## config.mk

```make
export PLATFORM = sky130hd
export DESIGN_NAME = txcw_front
export DESIGN_NICKNAME = d
export VERILOG_FILES = /design/src/hw/rtl/txcw_pkg.sv /design/src/hw/rtl/txcw_front.sv
export SDC_FILE = /design/constraint.sdc
export NUM_CORES = 1
export LEC_CHECK = 0
export ABC_AREA = 0
export BUFFER_PORTS_ARGS = -buffer_cell sky130_fd_sc_hd__buf_4
export CORE_AREA = 2 2 39 41
export DETAILED_ROUTE_END_ITERATION = 8
export DIE_AREA = 0 0 41 43
export PLACE_DENSITY_LB_ADDON = 0.25
export SYNTH_ARGS = -nofsm -noshare
export SYNTH_HDL_FRONTEND = slang
export SYNTH_SLANG_ARGS = --single-unit
```

## constraint.sdc

```tcl
create_clock -name vclk -period 0.8
set_clock_uncertainty 0.15 [all_clocks]
set_input_delay 0.04 -clock vclk [all_inputs]
set_output_delay 0.04 -clock vclk [all_outputs]
set_load 0.01 [all_outputs]
```

## src/hw/rtl/txcw_pkg.sv

```systemverilog
// Shared types and constants for the text console character writer.
// Holds field widths, operation codes, command classes and back-end states.
// No dependencies.
`default_nettype none

package txcw_pkg;

  localparam int OP_W    = 2;
  localparam int CHAR_W  = 8;
  localparam int ATTR_W  = 8;
  localparam int ROW_W   = 5;
  localparam int COL_W   = 7;
  localparam int ENTRY_W = ATTR_W + CHAR_W;

  localparam int DEF_COLUMNS = 80;
  localparam int DEF_ROWS    = 25;
  localparam int FIFO_DEPTH  = 2;

  localparam logic [ATTR_W-1:0] ATTR_RESET   = 8'd7;
  localparam logic [CHAR_W-1:0] NEWLINE_CHAR = 8'd10;

  typedef enum logic [OP_W-1:0] {
    OP_PUT   = 2'd0,
    OP_READ  = 2'd1,
    OP_CLEAR = 2'd2
  } op_t;

  typedef enum logic [2:0] {
    CMD_PUT,
    CMD_NEWLINE,
    CMD_READ,
    CMD_READ_BLANK,
    CMD_CLEAR,
    CMD_NOP
  } cmd_kind_t;

  typedef struct packed {
    cmd_kind_t          kind;
    logic [CHAR_W-1:0]  character;
    logic [ROW_W-1:0]   read_row;
    logic [COL_W-1:0]   read_column;
  } cmd_t;

  typedef struct packed {
    logic init_busy;
  } back_status_t;

  typedef enum logic [1:0] {
    ST_IDLE,
    ST_READ,
    ST_SWEEP,
    ST_RESULT
  } back_state_t;

endpackage

`default_nettype wire

```

## src/hw/rtl/txcw_front.sv

```systemverilog
// Input side: accepts transactions and classifies them into back-end commands.
// Depends on txcw_pkg.
`default_nettype none

module txcw_front #(
  parameter int COLUMNS = txcw_pkg::DEF_COLUMNS,
  parameter int ROWS    = txcw_pkg::DEF_ROWS
) (
  input  wire logic                          in_valid,
  output logic                               in_stall,
  input  wire logic [txcw_pkg::OP_W-1:0]     in_operation,
  input  wire logic [txcw_pkg::CHAR_W-1:0]   in_character,
  input  wire logic [txcw_pkg::ROW_W-1:0]    in_read_row,
  input  wire logic [txcw_pkg::COL_W-1:0]    in_read_column,
  input  wire txcw_pkg::back_status_t        status,
  input  wire logic                          queue_full,
  output logic                               push,
  output txcw_pkg::cmd_t                     cmd
);

  import txcw_pkg::*;

  localparam logic [ROW_W:0] ROW_LIMIT = (ROW_W+1)'(ROWS);
  localparam logic [COL_W:0] COL_LIMIT = (COL_W+1)'(COLUMNS);

  logic in_range;

  assign in_range = ({1'b0, in_read_row} < ROW_LIMIT) &&
                    ({1'b0, in_read_column} < COL_LIMIT);

  assign in_stall = queue_full || status.init_busy;
  assign push     = in_valid && !in_stall;

  always_comb begin
    cmd.character   = in_character;
    cmd.read_row    = in_read_row;
    cmd.read_column = in_read_column;
    case (in_operation)
      OP_PUT: begin
        cmd.kind = (in_character == NEWLINE_CHAR) ? CMD_NEWLINE : CMD_PUT;
      end
      OP_READ: begin
        cmd.kind = in_range ? CMD_READ : CMD_READ_BLANK;
      end
      OP_CLEAR: begin
        cmd.kind = CMD_CLEAR;
      end
      default: begin
        cmd.kind = CMD_NOP;
      end
    endcase
  end

endmodule

`default_nettype wire

```

### After elaboration in Yosys (flattened, before gate mapping)

Cells that the tools add are included.

* output and inout port bits: 25
* input bits: 25
* register bits: 0
* logic and storage cells: 13

* order comparisons: 2
* reductions and logical operators: 5
* muxes and demuxes: 3
* equal/unequal tests: 3

Operators with widths (count)
* $pmux W3 S3: 1
* $eq A8 B4 Y1 const B: 1
* $lt A7 B7 Y1 const B: 1
* $lt A5 B5 Y1 const B: 1
* $eq A2 B1 Y1 const B: 1
* $eq A2 B2 Y1 const B: 1
* $logic_and A1 B1 Y1: 2
* $logic_not A2 Y1: 1
* $mux W1: 2
* $logic_not A1 Y1: 1
* $logic_or A1 B1 Y1: 1

### Depth between registers and ports, before layout

Gate-level depths: netlist of run 1.

* depth in word-level cells: 4
* depth in mapped cells: 3
* mapped depth without buffers: 3

### Least setup slack after synthesis of run 1

OpenSTA, ideal clock, no wires.

* path type: input port to output port
* start: input port in_read_row[2] (netlist bit)
* end: output port cmd[20] (netlist bit)
* data required time: 0.610 ns
* stages on the path: 3
* data arrival time: 0.653 ns
* slack: -0.043 ns
* path buffers: 0
* path through: o311a_1 o31ai_2 nand2_1

RTL lines
* from (decl): RTL line txcw_front.sv:13 `input wire logic [txcw_pkg::ROW_W-1:0] in_read_row,`
* to (decl): RTL line txcw_front.sv:18 `output txcw_pkg::cmd_t cmd`

==> run_results.csv, run 1 <==
group,metric,value,unit
critical_path,critical_path.slowest_cell,"o311a_1",
pwr,power,0.273,mW
detailed_routing,wl_per_cell,9.12,um
sta,rsz0062_at_grt,"true",
yosys,syn_nets,57,
floorplan,dieArea,0.00176,mm^2
detailed_routing,drt-initial-drc-count,0,
run_status,outcome,"complete, but fails checks",
critical_path,crit_top_cell,"buf_6",
finish,final_nets,87,
critical_path,start_kind,"input pin",
finish,antennaDiodeCount,0,
critical_path,cp_max_fo,2,
sta,period_needed,1080,ps
global_routing,gr-usage-all-layers,0.0739,
global_routing,antenna_found_initial,0,
critical_path,max_stage_delay,350,ps
place,place_area,435,um^2
clock_tree,cts_setup_buffers,0,
finish,area_growth,118,%
critical_path,path_cells,"buf_6, o311a_1, o31ai_2, nand2_1, buf_6",
detailed_routing,firstDrtPassIters,1,
yosys,ys_seq_area_frac,0,
hold_path,hold_path_depth,2,
global_routing,grt_pass1_vias,248,
hold_path,worstHoldEndpoint,"cmd[8]",
global_routing,grt_start_max_net_pins,4,
yosys,synth.distinct_cells,13,
finish,drive_gt1_frac,0.800,
critical_path,arrival,890,ps
run,maxCapViolCount,0,
global_routing,overflow,0,
sta,slew_violations,0,
detailed_routing,vias,298,
sta,whs,103,ps
sta,setup_ws,-278,ps
detailed_routing,ant_nets,0,
finish,fin_area,505,um^2
finish,mostFrequentLayoutCells,"41 x buf_4, 4 x dlymetal6s4s_1, 4 x buf_6",
pwr,power-per-cell-area,541,mW/mm^2
finish,clkbuf_count,0,
finish,seqCellArea,0,um^2
hold_path,hold_start,"in_read_row[1]",
hold_path,hp-class,"input pin to primary output",
floorplan,row_count,14,
floorplan,core-area,0.00138,mm^2
yosys,syn_avg_cell_area,7.23,um^2
detailed_routing,vias_per_cell,3.92,
place,pre_cts_ws,-307,ps
finish,design.seq.count,0,
floorplan,ios,50,
sta,worst_pin_slew,288,ps
yosys,yosys_warnings,0,
critical_path,critical_path_class,"input pin to primary output",
sta,setup_viol_count_final,1,
detailed_routing,wl,693,um
sta,max_freq,927,MHz
critical_path,crit_path_end_kind,"primary output",
run_status,violations,"setup timing",
floorplan,fp.dieW,41,um
pwr,ir_drop,0.000173,V
yosys,syn_area,231,um^2
place,place_congestion,0.557,
place,portBuffers,42,
yosys,syn_inst,32,
sta,slew_headroom,0.805,
pwr,p_leak,0.302,nW
detailed_routing,drc_errors,0,
finish,final_common_cell,"buf_4",
global_routing,grt_pass1_wl,959,um
critical_path,cp.required,610,ps
floorplan,start_util,0.167,
floorplan,die_y,43,um
sta,setup_tns,-278,ps
sta,hold_viol_final,0,
sta,period_share,1.35,
[final cells by class]
type                       instances  area, um^2
fill                             150         878
tap                               16        20.0
multi-input combinational         10        78.8
inverter                           1        3.75
timing repair buffer              49         403
[logic make-up after synthesis]
group / share of synthesized area
compound gates: 0.130
buf+inv: 0.681
simple gates: 0.189
[metal layers]
layer | vias up | routed length, um | GRT usage
met5 | - | 0 | 0
met4 | 0 | 0 | 0
met3 | 0 | 139 | 0.0105
met2 | 30 | 349 | 0.153
met1 | 120 | 204 | 0.0728
li1 | 148 | - | -
[critical path, delay by kind of cell]
kind / cells / cell delay [ps]
compound gates: 2 / 540
buf+inv: 2 / 220
simple gates: 1 / 90
[synth_stat cells]
cell type | count | area (um^2)
nor2b_1 | 1 | 6.26
nor4_1 | 1 | 6.26
o31ai_2 | 1 | 12.5
nor2_1 | 1 | 3.75
o311a_1 | 1 | 10.0
nor4b_1 | 1 | 8.76
clkbuf_1 | 1 | 3.75
or2_2 | 1 | 6.26
nand2_1 | 1 | 3.75
buf_4 | 20 | 150
nand4b_1 | 1 | 8.76
o21a_1 | 1 | 7.51
inv_1 | 1 | 3.75
[worst max-delay path by stage]
stage	startpoint	to	slack (ps)	cells past startpoint
after floorplan	in_read_row[2]	cmd[20]	-40	3
after global placement	in_read_row[2]	cmd[20]	-310	5
after detailed placement	in_read_row[2]	cmd[20]	-310	5
after CTS	in_read_row[2]	cmd[20]	-290	5
after global routing	in_read_row[2]	cmd[20]	-360	5
final	in_read_row[2]	cmd[20]	-280	5
[where the power goes]
part           internal [mW]  switching (mW)
Clock                      0               0
Combinational          0.178          0.0952
Sequential                 0               0
[timing repair]
item / CTS / global route
gates cloned: 0 / 0
hold buffers: 4 / 0
pin swaps: 2 / 0
hold endpoints to repair: 4 / 0
resized for setup: 6 / 4
setup endpoints to repair: 2 / 5
[stage by stage]
stage | cells | utilization
finish | 76 | 0.365
global route | 76 | 0.365
CTS | 76 | 0.358
detailed placement | 72 | 0.315
global placement | 72 | 0.315
floorplan | 32 | -
(Power assumes the default switching activity.)
==> run 2: changes to the inputs <==
--- a/config.mk
+++ b/config.mk
@@ -11,6 +11,7 @@
 export DETAILED_ROUTE_END_ITERATION = 8
 export DIE_AREA = 0 0 41 43
 export PLACE_DENSITY_LB_ADDON = 0.25
+export REMOVE_ABC_BUFFERS = 1
 export SYNTH_ARGS = -nofsm -noshare
 export SYNTH_HDL_FRONTEND = slang
 export SYNTH_SLANG_ARGS = --single-unit
==> constraint.sdc (replaced) <==
create_clock -name vclk -period 0.8
set_clock_uncertainty 0.15 [all_clocks]
set_input_delay 0.04 -clock vclk [all_inputs]
set_output_delay 0.04 -clock vclk [all_outputs]
set_load 0.1 [all_outputs]
==> run 2 against run 1 <==
Net effect:
- the flow finishes with violations (hold timing, setup timing)
- total power rose to 2.5 times the previous value
- count of clock-buffer cells in the layout unchanged
- critical path type unchanged
- largest power group unchanged
- hold slack worse by 170 ps
- die area unchanged
- global-route usage up 2.3 points
- critical path depth unchanged
- cell count down 1.3%
==> run_results.csv, run 2 (synthesized netlist as in run 1, its figures left out) <==
group,metric,value,unit
finish,seqCellArea,0,um^2
critical_path,startpoint,"in_read_row[2]",
pwr,ir_drop,0.000485,V
finish,mostFrequentLayoutCells,"40 x buf_4, 5 x buf_6, 3 x buf_12",
finish,final_nets,86,
critical_path,arrival,960,ps
hold_path,hold_start,"in_read_column[2]",
hold_path,hold_path_depth,0,
finish,final_common_cell,"buf_4",
run,maxCapViolCount,0,
floorplan,fp.dieW,41,um
run_status,violations,"hold timing, setup timing",
global_routing,antenna_found_initial,0,
place,hpwl,792,um
sta,setup_viol_count_final,3,
detailed_routing,ant_nets,0,
hold_path,worstHoldEndpoint,"cmd[2]",
detailed_routing,drc_errors,0,
detailed_routing,firstDrtPassIters,1,
pwr,power-per-cell-area,1280,mW/mm^2
critical_path,start_kind,"input pin",
detailed_routing,vias,322,
detailed_routing,vias_per_cell,4.29,
place,place_congestion,0.618,
sta,whs,-69.4,ps
floorplan,die_y,43,um
global_routing,grt_start_max_net_pins,4,
finish,clkbuf_count,0,
critical_path,cp.required,610,ps
finish,antennaDiodeCount,0,
sta,slew_headroom,0.815,
place,place_area,458,um^2
global_routing,gr-usage-all-layers,0.0969,
clock_tree,cts_setup_buffers,0,
hold_path,hp-class,"input pin to primary output",
finish,area_growth,132,%
detailed_routing,drt-initial-drc-count,0,
sta,slew_violations,0,
critical_path,crit_path_end_kind,"primary output",
finish,fin_util,0.389,
floorplan,start_util,0.167,
pwr,p_leak,0.285,nW
global_routing,grt_pass1_wl,1220,um
global_routing,grt_pass1_vias,320,
critical_path,critical_path_class,"input pin to primary output",
floorplan,row_count,14,
floorplan,dieArea,0.00176,mm^2
global_routing,overflow,0,
floorplan,core-area,0.00138,mm^2
floorplan,ios,50,
finish,design.seq.count,0,
detailed_routing,wl_per_cell,12.1,um
place,pre_cts_ws,-387,ps
finish,drive_gt1_frac,0.898,
finish,fin_area,538,um^2
critical_path,cp_max_fo,2,
sta,period_share,1.44,
sta,max_freq,869,MHz
sta,period_needed,1150,ps
detailed_routing,wl,910,um
finish,fillers,152,
sta,setup_ws,-350,ps
run_status,outcome,"complete, but fails checks",
sta,hold_viol_final,4,
place,portBuffers,42,
sta,worst_pin_slew,280,ps
sta,rsz0062_at_grt,"true",
[run 2: cell count changes in the layout (fill, tap and decap cells not counted)]
cell	before	now
buf_12	0	3
buf_4	41	40
nor2_4	0	1
nor2_2	1	0
nor2b_1	1	0
buf_6	4	5
nor4b_2	0	1
dlymetal6s4s_1	4	0
nor4b_1	1	0
nor2b_4	0	1
[run 2: power breakdown]
part           internal, mW  total, mW  switching (mW)  leakage [nW]
sequential                0          0               0             0
clock                     0          0               0             0
combinational         0.201      0.691           0.491         0.285
[run 2: worst max-delay path by stage]
stage               endpoint  slack (ps)  cells after the start
global route         cmd[20]        -370                      5
finish               cmd[20]        -350                      5
detailed placement   cmd[20]        -390                      5
floorplan               push       -1300                      2
global placement     cmd[20]        -380                      5
CTS                  cmd[20]        -360                      5
[run 2: metrics by stage]
| stage | TNS, ps | power (mW) | hold slack (ps) | instances |
|---|---|---|---|---|
| 6_report | -476 | 0.691 | -69.4 | 75 |
| 3_3_place_gp | -852 | 0.648 | -69.1 | 75 |
| 2_1_floorplan | -2560 | 0.103 | -70.0 | 11 |
| 4_1_cts | -485 | 0.690 | -69.1 | 75 |
| 5_1_grt | -521 | 0.713 | -69.4 | 75 |
| 3_5_place_dp | -877 | 0.647 | -69.1 | 75 |
[run 2: layout make-up]
class / instances / area (um^2) / area share
repair buffers: 48 / 417 / 0.774
inverters: 1 / 3.75 / 0.00698
well taps: 16 / 20.0 / 0.0372
multi-input cells: 10 / 97.6 / 0.181
[run 2: worst max-delay path, stage by stage]
cell and delay, ps:
buf_4 120, o311a_1 350, o31ai_2 170, nand2_1 90, buf_6 190
[run 2: timing repair]
item | 4_1_cts | 5_1_grt
pin swaps | 2 | 2
endpoints found under the hold margin | 4 | 4
gates resized for setup | 18 | 2
endpoints found under the setup margin | 4 | 4
[run 2: metal layers]
metal / GRT usage / up-vias / wire, um
li1: - / 142 / -
met5: 0 / - / 0
met1: 0.127 / 134 / 330
met3: 0.0314 / 0 / 230
met4: 0 / 0 / 0
met2: 0.159 / 46 / 349
==> run 3: changes to the inputs <==
==> constraint.sdc (replaced) <==
create_clock -name vclk -period 1.3
set_clock_uncertainty 0.15 [all_clocks]
set_input_delay 0.065 -clock vclk [all_inputs]
set_output_delay 0.065 -clock vclk [all_outputs]
set_load 0.1 [all_outputs]
==> run 3 against run 2 <==
Net effect:
- the run ends with hold timing left
- largest power group unchanged
- worst setup slack improved by 440 ps
- hold slack improved by 50 ps
- non-clock buffer count decreased by 6
- largest cell class unchanged
==> run_results.csv, run 3 (synthesized netlist as in run 1, its figures left out) <==
group,metric,value,unit
run_status,outcome,"complete, but fails checks",
run_status,violations,"hold timing",
detailed_routing,drc_errors,0,
sta,period_share,0.935,
clock_tree,cts_setup_buffers,0,
floorplan,ios,50,
global_routing,overflow,0,
finish,seqCellArea,0,um^2
sta,hold_viol_final,4,
detailed_routing,vias_per_cell,4.22,
floorplan,row_count,14,
finish,antennaDiodeCount,0,
detailed_routing,vias,291,
critical_path,startpoint,"in_read_row[2]",
hold_path,hp-class,"input pin to primary output",
pwr,p_leak,0.230,nW
sta,worst_pin_slew,283,ps
floorplan,core-area,0.00138,mm^2
detailed_routing,firstDrtPassIters,1,
run,maxCapViolCount,0,
sta,setup_viol_count_final,0,
pwr,ir_drop,0.000245,V
detailed_routing,ant_nets,0,
detailed_routing,wl_per_cell,11.7,um
critical_path,path_cells,"buf_4, o311a_1, o31ai_2, nand2_1, buf_4",
global_routing,grt_pass1_wl,979,um
critical_path,crit_top_cell,"buf_4",
finish,clkbuf_count,0,
global_routing,grt_pass1_vias,249,
sta,whs,-19.4,ps
finish,area_growth,78.4,%
sta,slew_headroom,0.813,
detailed_routing,drt-initial-drc-count,0,
critical_path,cp_max_fo,2,
finish,design.seq.count,0,
floorplan,dieArea,0.00176,mm^2
sta,setup_ws,85.1,ps
detailed_routing,wl,806,um
hold_path,hold_start,"in_read_column[2]",
clock_tree,cts_resized,0,
critical_path,arrival,1000,ps
finish,fin_util,0.298,
global_routing,gr-usage-all-layers,0.0789,
sta,max_freq,823,MHz
sta,rsz0062_at_grt,"false",
critical_path,cp_top_family,"compound AO/OA/AOI/OAI gates",
floorplan,start_util,0.167,
critical_path,critical_path.slowest_cell,"o311a_1",
sta,period_needed,1210,ps
floorplan,die_y,43,um
finish,drive_gt1_frac,0.830,
place,place_congestion,0.631,
place,portBuffers,42,
sta,slew_violations,0,
critical_path,max_stage_delay,350,ps
place,pre_cts_ws,80.2,ps
floorplan,fp.dieW,41,um
critical_path,crit_buf_inv,2,
global_routing,antenna_found_initial,0,
pwr,power,0.383,mW
critical_path,start_kind,"input pin",
critical_path,critical_path_class,"input pin to primary output",
global_routing,grt_start_max_net_pins,5,
finish,final_nets,80,
finish,final_common_cell,"buf_4",
pwr,power-per-cell-area,929,mW/mm^2
critical_path,cp.required,1090,ps
critical_path,crit_path_end_kind,"primary output",
run 3: metrics by stage:
step	cells	cell area [um^2]	TNS, ps
after global placement	69	413	0
final	69	413	0
after detailed placement	69	413	0
after floorplan	11	77.6	-1210
after global routing	69	413	0
after CTS	69	413	0
run 3: path summary, 6_finish.rpt:
kind / endpoint / slack [ps] / cells after the start
max: cmd[20] / 90 / 5
min: cmd[2] / -20 / 0
run 3: per-layer routing:
layer,vias to the layer above,GRT usage,part of all wire
li1,128,-,-
met1,117,0.104,0.38
met2,46,0.131,0.33
met3,0,0.0209,0.29
met4,0,0,0
met5,-,0,0
run 3: layout make-up:
| cell class | count | area, um^2 |
|---|---|---|
| Fill cell | 171 | 971 |
| Timing Repair Buffer | 42 | 315 |
| Multi-Input combinational cell | 10 | 73.8 |
| Tap cell | 16 | 20.0 |
| Inverter | 1 | 3.75 |
run 3: where the power goes:
part           total (mW)  switching (mW)  internal [mW]
sequential              0               0              0
clock                   0               0              0
combinational       0.383           0.292         0.0915
total               0.383           0.292         0.0915
