`src/hw/rtl/txcw_pkg.sv`:
```
// Shared types and constants for the text console character writer.
// Holds field widths, operation codes, command classes and back-end states.
// No dependencies.
`default_nettype none

package txcw_pkg;

  localparam int OP_W    = 2;
  localparam int CHAR_W  = 8;
  localparam int ATTR_W  = 8;
  localparam int ROW_W   = 5;
  localparam int COL_W   = 7;
  localparam int ENTRY_W = ATTR_W + CHAR_W;

  localparam int DEF_COLUMNS = 80;
  localparam int DEF_ROWS    = 25;
  localparam int FIFO_DEPTH  = 2;

  localparam logic [ATTR_W-1:0] ATTR_RESET   = 8'd7;
  localparam logic [CHAR_W-1:0] NEWLINE_CHAR = 8'd10;

  typedef enum logic [OP_W-1:0] {
    OP_PUT   = 2'd0,
    OP_READ  = 2'd1,
    OP_CLEAR = 2'd2
  } op_t;

  typedef enum logic [2:0] {
    CMD_PUT,
    CMD_NEWLINE,
    CMD_READ,
    CMD_READ_BLANK,
    CMD_CLEAR,
    CMD_NOP
  } cmd_kind_t;

  typedef struct packed {
    cmd_kind_t          kind;
    logic [CHAR_W-1:0]  character;
    logic [ROW_W-1:0]   read_row;
    logic [COL_W-1:0]   read_column;
  } cmd_t;

  typedef struct packed {
    logic init_busy;
  } back_status_t;

  typedef enum logic [1:0] {
    ST_IDLE,
    ST_READ,
    ST_SWEEP,
    ST_RESULT
  } back_state_t;

endpackage

`default_nettype wire

```
`src/hw/rtl/txcw_fifo.sv`:
```
// Short command queue between the front and back parts, show-ahead output.
// Depends on txcw_pkg.
`default_nettype none

module txcw_fifo #(
  parameter int DEPTH = txcw_pkg::FIFO_DEPTH
) (
  input  wire logic            clk,
  input  wire logic            rst_n,
  input  wire logic            push,
  input  wire txcw_pkg::cmd_t  push_data,
  input  wire logic            pop,
  output txcw_pkg::cmd_t       head,
  output logic                 empty,
  output logic                 full
);

  import txcw_pkg::*;

  localparam int PTR_W = (DEPTH > 1) ? $clog2(DEPTH) : 1;
  localparam int CNT_W = $clog2(DEPTH + 1);

  cmd_t             mem_r [DEPTH];
  logic [PTR_W-1:0] wr_ptr_r, wr_ptr_nxt;
  logic [PTR_W-1:0] rd_ptr_r, rd_ptr_nxt;
  logic [CNT_W-1:0] count_r, count_nxt;
  logic             do_push, do_pop;

  function automatic logic [PTR_W-1:0] next_ptr(input logic [PTR_W-1:0] p);
    return (p == PTR_W'(DEPTH - 1)) ? '0 : p + 1'b1;
  endfunction

  assign full    = (count_r == CNT_W'(DEPTH));
  assign empty   = (count_r == '0);
  assign do_push = push && !full;
  assign do_pop  = pop && !empty;
  assign head    = mem_r[rd_ptr_r];

  always_comb begin
    wr_ptr_nxt = do_push ? next_ptr(wr_ptr_r) : wr_ptr_r;
    rd_ptr_nxt = do_pop ? next_ptr(rd_ptr_r) : rd_ptr_r;
    count_nxt  = count_r;
    if (do_push && !do_pop) begin
      count_nxt = count_r + 1'b1;
    end else if (do_pop && !do_push) begin
      count_nxt = count_r - 1'b1;
    end
  end

  always_ff @(posedge clk) begin
    if (!rst_n) begin
      wr_ptr_r <= '0;
      rd_ptr_r <= '0;
      count_r  <= '0;
    end else begin
      wr_ptr_r <= wr_ptr_nxt;
      rd_ptr_r <= rd_ptr_nxt;
      count_r  <= count_nxt;
    end
  end

  always_ff @(posedge clk) begin
    if (do_push) begin
      mem_r[wr_ptr_r] <= push_data;
    end
  end

endmodule

`default_nettype wire

```
`config.mk`:
```
export PLATFORM = sky130hd
export DESIGN_NAME = txcw_fifo
export DESIGN_NICKNAME = d
export VERILOG_FILES = /design/src/hw/rtl/txcw_pkg.sv /design/src/hw/rtl/txcw_fifo.sv
export SDC_FILE = /design/constraint.sdc
export NUM_CORES = 1
export LEC_CHECK = 0
export BUFFER_PORTS_ARGS = -buffer_cell sky130_fd_sc_hd__buf_2
export CAP_MARGIN = 20
export CORE_MARGIN = 2
export CORE_UTILIZATION = 48
export CTS_BUF_LIST = sky130_fd_sc_hd__clkbuf_8
export CTS_CLUSTER_DIAMETER = 120
export DETAILED_ROUTE_END_ITERATION = 10
export PLACE_DENSITY = 0.77
export SYNTH_ARGS = -nofsm -noshare
export SYNTH_HDL_FRONTEND = slang
export SYNTH_SLANG_ARGS = --single-unit
```
`constraint.sdc`:
```
create_clock -name clk -period 2 [get_ports clk]
set_input_delay 0.2 -clock clk [delete_from_list [all_inputs] [get_ports clk]]
set_output_delay 0.2 -clock clk [all_outputs]
set_load 0.005 [all_outputs]
```
Word-level counts from Yosys, hierarchy flattened:

Memory sizes are Yosys's and may differ from the RTL's. A register that Yosys moved wholly into a read port is not among the register bits.
Index checks and enable logic that the tools add are counted.

* register bits after elaboration: 4
* latch bits: 0
* RAM bits: 46
* memory bits (read-only): 0
* input port bits: 27
* output and inout port bits: 25
* word-level logic and storage cells: 27
* memories: 1

Memory list
* mem_r: words 2, bits a word 23, rd ports 1, clocked after memory_dff 1, write ports 1, line txcw_fifo.sv:23 `cmd_t mem_r [DEPTH];`

* add/subtract/negate cells: 4
* multiply operators: 0
* divide/modulo/power cells: 0
* order comparisons: 0
* eq/ne operators: 1
* shifts and indexed selects: 0
* mux-type cells: 8
* bitwise gates (word level): 0
* reductions and logical operators: 10

Operators by type and width (number)
* 1-bit 2-to-1 mux: 6
* 1-bit logical AND: 4
* 1-bit logical NOT: 4
* 2-bit 2-to-1 mux: 2
* 1-bit adder (second input constant): 2
* 2-bit by 1-bit adder with 2-bit output (second input constant): 1
* 2-bit == test (second input constant): 1
* 2-bit logical NOT: 1
* 2-bit nonzero test: 1
* 2-bit by 1-bit subtractor with 2-bit output (second input constant): 1

Longest topological paths before layout:

Gate-level depths: netlist of run 1.

* depth after elaboration: 7
* gate-level depth with buffers: 7
* gate-level depth less buffers: 7

Least setup slack after synthesis of run 1:

OpenSTA, ideal clock, no wires.

* kind: register -> register
* start point: reg count_r[0]
* end point: mem mem_r[0][0] (netlist bit) (enable)
* setup time: 0.401 ns
* arrival time: 1.544 ns
* data required time: 1.599 ns
* path slack: 0.056 ns
* cell stages (with the launch flop): 4
* buffers on the path: 0
* period minus slack after synthesis: 1.944 ns
* path through: dfxtp_1 nand2b_1 inv_2 nor3_2

* cells in the longest elaborated chain, start to end: 5

Ends and longest elaborated chain
* start: declaration: line txcw_fifo.sv:26 `logic [CNT_W-1:0] count_r, count_nxt;`
* start signal: assignment: line txcw_fifo.sv:58 `count_r <= count_nxt;`
* 2-bit == test: line txcw_fifo.sv:33 `assign full = (count_r == CNT_W'(DEPTH));`
* via full: line txcw_fifo.sv:15 `output logic full`
* 1-bit logical NOT: line txcw_fifo.sv:35 `assign do_push = push && !full;`
* 1-bit logical AND: line txcw_fifo.sv:35
* 1-bit 2-to-1 mux: line txcw_fifo.sv:63 `if (do_push) begin`
* 1-bit 2-to-1 mux (implied by the code): line txcw_fifo.sv:64 `mem_r[wr_ptr_r] <= push_data;`
* end: declaration: line txcw_fifo.sv:23

The timed path passes the listed nets, and every way through them passes these cells.

Worst setup path after layout of run 1:

* start point: reg count_r[0]
* end point: reg count_r[1]

* cells in the longest elaborated chain, start to end: 6
* elaborated cells on any way between the ends: 15
* those cells by class: add/sub (2); eq/ne (1); mux (2); reduce/logical (10)

Ends and longest elaborated chain
* 2-bit == test (*): line txcw_fifo.sv:33
* 1-bit logical NOT (*): line txcw_fifo.sv:35
* 1-bit logical AND (*): line txcw_fifo.sv:35
* via do_push: line txcw_fifo.sv:27 `logic do_push, do_pop;`
* 1-bit logical NOT: line txcw_fifo.sv:45 `end else if (do_pop && !do_push) begin`
* 1-bit logical AND: line txcw_fifo.sv:45
* 2-bit nonzero test (no source line)

Mark *: on every way through the listed nets, which the timed path passes. The rest lies on a longest branch. The select of a mux whose other input is x is not followed.
A chain may end at the register's enable or synchronous reset.

==> impl_metrics.tcl, run 1 <==
set metrics [dict create \
    fmax_mhz 602 \
    die_h_microns 66.7 \
    yosys.area.top_type "edfxtp_1" \
    crit_type "register to register" \
    dr.pass1.iters 3 \
    cap_violations 0 \
    finalHoldViolations 0 \
    setup_tns_ps 0 \
    drtIter0Drc 41 \
    synth_edf_count 46 \
    min_path_type "primary input to register" \
    holdBufCountCts 0 \
    worstSkewPairLatency_ps 300 \
    period_share_pct 83.0 \
    die_w_microns 66.7 \
    wirelength_microns 2950 \
    place_ws_ps 341 \
    synthArstFlopShare_pct 0 \
    cpPeakStageDelay_ps 420 \
    worstPathRequired_ps 2230 \
    syn_avg_cell_area_sq_um 19.6 \
    clock_path_buffers 2 \
    grt_pass1_vias 1018 \
    synth_cells 96 \
    antenna_found_initial 0 \
    yosysSeqAreaShare_pct 78.6 \
    syn-num-nets 124 \
    rsz0062_at_grt "false" \
    worst-r2r-cell-count 6 \
    via_per_inst 4.87 \
    path_depth 6 \
    grt_pass1_wl_microns 4410 \
    finClkSkew_ps 2.79 \
    vias 1009 \
    cts_resized 0 \
    drc_errors 0 \
    cts_tree "yes" \
    fill_cells 289 \
    relSlewSlack_pct 85.7 \
    cp-end-kind "register" \
    yosys_warnings 0 \
    syn_to_final_growth_pct 23.2 \
    worst_path_max_delay_cell "dfxtp_1" \
    cts_sinks 51 \
    regToRegStartpoint "count_r[0]" \
    status "finished, final reports clean" \
    maxSlewViolCount 0 \
    netlist-cell-type-count 20 \
    endpoint "count_r[1]" \
    place_congestion 0.643 \
    critPathLaunchType "register" \
    synth.most_common_cell "edfxtp_1" \
    r2r_slack_ps 340 \
    finalSetupViolations 0 \
    htreeDepth 2 \
    cts_setup_buffers 0 \
    place_hpwl_microns 2180 \
    yosys-top-cells-count "edfxtp_1, mux2_2, dfxtp_1" \
    portBuffers 51 \
    start_util_pct 50.7 \
    row_count 22 \
    worstPathArrival_ps 1890 \
    num_io_pins 52 \
    globalRouteOverflowTotal 0 \
    grt_max_degree 15 \
    utilization_pct 62.5 \
    cpLargestDelayFamily "simple AND/OR/NAND/NOR gates" \
    crit_fanout 5 \
    core_area_sq_um 3720 \
    crit_start "count_r[0]" \
    wl_per_cell_microns 14.2 \
    powerDensity_nw_per_um2 1150 \
    cts_root_buf "clkbuf_8" \
    synth_area_sq_um 1880 \
    r2r-end "count_r[1]" \
    synth-seq-cells 51 \
    yosys.area.top_type_share_pct 73.3 \
    worstMarginPinSlew_ps 212 \
    critPathBufInv 1 \
    path_cells "nand2b_1 > inv_2 > nor2_1 > ha_1 > or3_1 > a21boi_1" \
    synth-main-ff-cell "edfxtp_1" \
    total_leakage_power_uw 0.000900 \
    drive_gt1_share_pct 55.3 \
    synth_area_leaders "edfxtp_1, mux2_2, dfxtp_1" \
    numCtsBuffers 5 \
    grt_use_total_pct 14.3 \
    ir_drop_uv 550 \
    antenna_cells 0 \
    fin_nets 186 \
    fin_ws_ps 340 \
    period_minus_slack_ps 1660 \
    dieArea_sq_um 4440 \
    clk_pin_slew_ps 80 \
    ant_nets 0 \
]
stage by stage:
stage	cell area (sq um)	hold slack [ps]	instances	total power, uW
final	2320	88.3	207	2680
after detailed placement	2240	392	199	2180
after CTS	2320	80.0	207	2710
after global routing	2320	69.9	207	2850
after floorplan	1880	299	96	1860
after global placement	2240	389	199	2150
power breakdown:
group	switching (uW)	total [uW]	leakage [uW]	internal (uW)
clock network	297	532	0.0000505	235
logic	347	748	0.000379	402
registers	56.5	1400	0.000471	1340
how the worst min path moves through the flow:
stage,from,endpoint,slack (ps),cells after the start
after detailed placement,push_data[22],mem_r[0][22],390,1
after global placement,push_data[5],mem_r[0][5],390,1
after CTS,push_data[22],mem_r[0][22],80,1
after floorplan,push_data[0],mem_r[0][0],300,0
final,push_data[15],mem_r[1][15],90,1
after global routing,push_data[15],mem_r[0][15],70,1
layout make-up:
| class | instances | area (sq um) | share of cell area [%] |
|---|---|---|---|
| multi-input cells | 41 | 392 | 16.9 |
| well taps | 48 | 60.1 | 2.59 |
| clock buffers | 5 | 68.8 | 2.96 |
| repair buffers | 57 | 300 | 12.9 |
| flip-flops and latches | 51 | 1480 | 63.8 |
| clock inverters | 3 | 12.5 | 0.539 |
| inverters | 2 | 7.51 | 0.323 |
layout by cell type (no fill, tap or decap):
| master | netlist | routed |
|---|---|---|
| buf_2 | 2 | 51 |
| edfxtp_1 | 46 | 46 |
| mux2_2 | 23 | 23 |
| buf_4 | 0 | 6 |
| dfxtp_1 | 5 | 5 |
| clkbuf_8 | 0 | 5 |
| inv_1 | 1 | 3 |
| and2_1 | 3 | 3 |
| nor2_1 | 2 | 2 |
| xnor2_1 | 2 | 2 |
| nand2b_1 | 1 | 1 |
| inv_2 | 1 | 1 |
| o21ai_1 | 1 | 1 |
| and3_1 | 1 | 1 |
| nor3_4 | 0 | 1 |
| a21boi_0 | 1 | 1 |
| o21a_1 | 1 | 1 |
| xor2_1 | 1 | 1 |
| o21ai_0 | 1 | 1 |
| or3_1 | 1 | 1 |
| a21boi_1 | 1 | 1 |
| ha_1 | 1 | 1 |
| clkinv_2 | 0 | 1 |
logic make-up (layout without fill, tap and decap cells):
logic type | count (synthesis) | after routing | synth area share (%)
flops | 51 | 51 | 78.6
mux | 23 | 23 | 13.7
simple gates | 9 | 9 | 2.92
compound gates | 5 | 5 | 1.73
buf+inv | 4 | 67 | 0.929
xor+xnor | 3 | 3 | 1.39
fa+ha+maj | 1 | 1 | 0.664
registers in the layout, summed over array words and instances (netlist names), named ones only:
signal and count:
mem_r 46, count_r 2, rd_ptr_r 1, wr_ptr_r 1
layer usage:
| layer | global-route usage (%) | wire length (microns) |
|---|---|---|
| met3 | 4.22 | 177 |
| met4 | 8.67 | 73 |
| met1 | 13.2 | 1080 |
| met5 | 0 | 0 |
| met2 | 27.1 | 1620 |
(Power assumes the default switching activity.)
==> run 2, diff against run 1 <==
--- a/config.mk
+++ b/config.mk
@@ -8,11 +8,11 @@
 export BUFFER_PORTS_ARGS = -buffer_cell sky130_fd_sc_hd__buf_2
 export CAP_MARGIN = 20
 export CORE_MARGIN = 2
-export CORE_UTILIZATION = 48
+export CORE_UTILIZATION = 53
 export CTS_BUF_LIST = sky130_fd_sc_hd__clkbuf_8
 export CTS_CLUSTER_DIAMETER = 120
 export DETAILED_ROUTE_END_ITERATION = 10
-export PLACE_DENSITY = 0.77
+export PLACE_DENSITY = 0.81
 export SYNTH_ARGS = -nofsm -noshare
 export SYNTH_HDL_FRONTEND = slang
 export SYNTH_SLANG_ARGS = --single-unit
==> constraint.sdc (replaced) <==
create_clock -name clk -period 1.7 [get_ports clk]
set_input_delay 0.17 -clock clk [delete_from_list [all_inputs] [get_ports clk]]
set_output_delay 0.17 -clock clk [all_outputs]
set_load 0.005 [all_outputs]
==> run 2 against run 1 <==
Worst setup slack got worse by 220 ps. First-iteration DRC count fell by 34%. Final cell count fell by 0.97%. Critical path depth did not move. Utilization rose by 6.7 points. Die area fell by 8.9%. Register-to-register slack got worse by 220 ps. Global-route usage rose by 0.94 points. Routed wire length fell by 2.7%. Sequential power rose by 18%. Clock power rose by 23%. Count of clock-buffer cells in the layout did not move. Largest power group unchanged.
==> impl_metrics.tcl, run 2 (same netlist as run 1, synthesis figures left out) <==
set metrics [dict create \
    layout.cells.non_filler 205 \
    crit_fanout 5 \
    powerDensity_nw_per_um2 1360 \
    htreeDepth 2 \
    crit_type "register to register" \
    fmax_mhz 633 \
    core_area_sq_um 3360 \
    worstPathArrival_ps 1810 \
    top_regs "mem_r: 46 flops, count_r: 2 flops" \
    syn_to_final_growth_pct 23.6 \
    die_w_microns 63.6 \
    clk_pin_slew_ps 80 \
    relSlewSlack_pct 85.5 \
    ir_drop_uv 879 \
    portBuffers 51 \
    antenna_cells 0 \
    place_ws_ps 78.7 \
    critPathBufInv 1 \
    wl_per_cell_microns 14.0 \
    finish.instance_area_sq_um 2330 \
    layout_common_cells "buf_2, edfxtp_1, mux2_2" \
    row_count 21 \
    finalSetupViolations 0 \
    largest_register_ffs 46 \
    globalRouteOverflowTotal 0 \
    finalHoldViolations 0 \
    cts_sinks 51 \
    start_util_pct 56.0 \
    worstMarginPinSlew_ps 215 \
    setup_tns_ps 0 \
    place_area_sq_um 2240 \
    dp_cells 197 \
    period_share_pct 92.9 \
    clock_path_buffers 2 \
    cpLargestDelayFamily "simple AND/OR/NAND/NOR gates" \
    num_io_pins 52 \
    drtIter0Drc 27 \
    grt_pass1_vias 1092 \
    drc_errors 0 \
    drive_gt1_share_pct 56.6 \
    dr.pass1.iters 2 \
    place_congestion 0.662 \
    rsz0062_at_grt "false" \
    path_cells "nand2b_1 > inv_2 > nor2_1 > ha_1 > or3_1 > a21boi_1" \
    wirelength_microns 2870 \
    finClkSkew_ps 2.16 \
    status "finished, final reports clean" \
    place_hpwl_microns 2060 \
    fin_nets 186 \
    worst_path_max_delay_cell "dfxtp_2" \
    maxSlewViolCount 0 \
    cts_setup_buffers 0 \
    critPathLaunchType "register" \
    antenna_found_initial 0 \
    total_leakage_power_uw 0.000892 \
    die_h_microns 63.6 \
    ant_nets 0 \
    dieArea_sq_um 4050 \
    worstPathRequired_ps 1930 \
    cts_tree "yes" \
    min_path_type "primary input to register" \
    cap_violations 0 \
    period_minus_slack_ps 1580 \
    cp-end-kind "register" \
    via_per_inst 4.98 \
    hold_ws_ps 58.1 \
    fin_ws_ps 120 \
    top_register "mem_r" \
    grt_use_total_pct 15.3 \
    grt_pass1_wl_microns 4620 \
    cts_root_buf "clkbuf_8" \
    worstSkewPairLatency_ps 290 \
    grt_max_degree 17 \
    vias 1021 \
    layout_commonest_cell "buf_2" \
    numCtsBuffers 5 \
    cpPeakStageDelay_ps 360 \
]
[run 2: cell types whose count changed in the layout (fill, tap and decap cells not counted)]
cell        change
inv_1           -2
clkinv_1        +1
clkinv_2        -1
clkinv_4        +1
clkinvlp_4      +1
dfxtp_1         -1
dfxtp_2         +1
[run 2: final timing paths]
| check | from | end | slack [ps] | cells after the start |
|---|---|---|---|---|
| setup / recovery | count_r[0] | count_r[1] | 120 | 6 |
| hold / removal | push_data[12] | mem_r[0][12] | 60 | 1 |
| setup reg to reg | count_r[0] | count_r[1] | 120 | 6 |
| hold reg to reg | count_r[1] | count_r[1] | 540 | 2 |
[run 2: worst reg2reg max path: stages (launching register included)]
cell,delay [ps]
dfxtp_2,360
nand2b_1,180
inv_2,100
nor2_1,50
ha_1,330
or3_1,350
a21boi_1,140
[run 2: per-layer routing]
| layer | vias to the layer above | routed length (microns) | track usage (%) |
|---|---|---|---|
| li1 | 486 | - | - |
| met1 | 508 | 1040 | 15.6 |
| met2 | 25 | 1660 | 28.9 |
| met3 | 2 | 149 | 5.00 |
| met4 | 0 | 14 | 4.89 |
| met5 | - | 0 | 0 |
[run 2: stage by stage]
| step | power (uW) | utilization, % |
|---|---|---|
| final | 3170 | 69.2 |
| after global placement | 2520 | 66.6 |
| after global routing | 3330 | 69.2 |
| after CTS | 3220 | 69.2 |
| after floorplan | 2200 | - |
| after detailed placement | 2570 | 66.6 |
[run 2: timing repair]
item	4_1_cts	5_1_grt
hold endpoints to repair	0	0
endpoints found under the setup margin	0	1
hold buffers	0	0
resized for setup	0	1
[run 2: power breakdown]
part	total, uW	switching [uW]	internal, uW
Clock	652	365	287
Sequential	1650	67.3	1580
Combinational	872	399	473
[run 2: layout make-up]
cell class | instances | area (sq um)
sequential | 51 | 1480
fill | 244 | 1030
multi-input combinational | 41 | 392
timing repair buffer | 57 | 300
clock buffer | 5 | 68.8
tap | 46 | 57.6
clock inverter | 3 | 20.0
inverter | 2 | 7.51
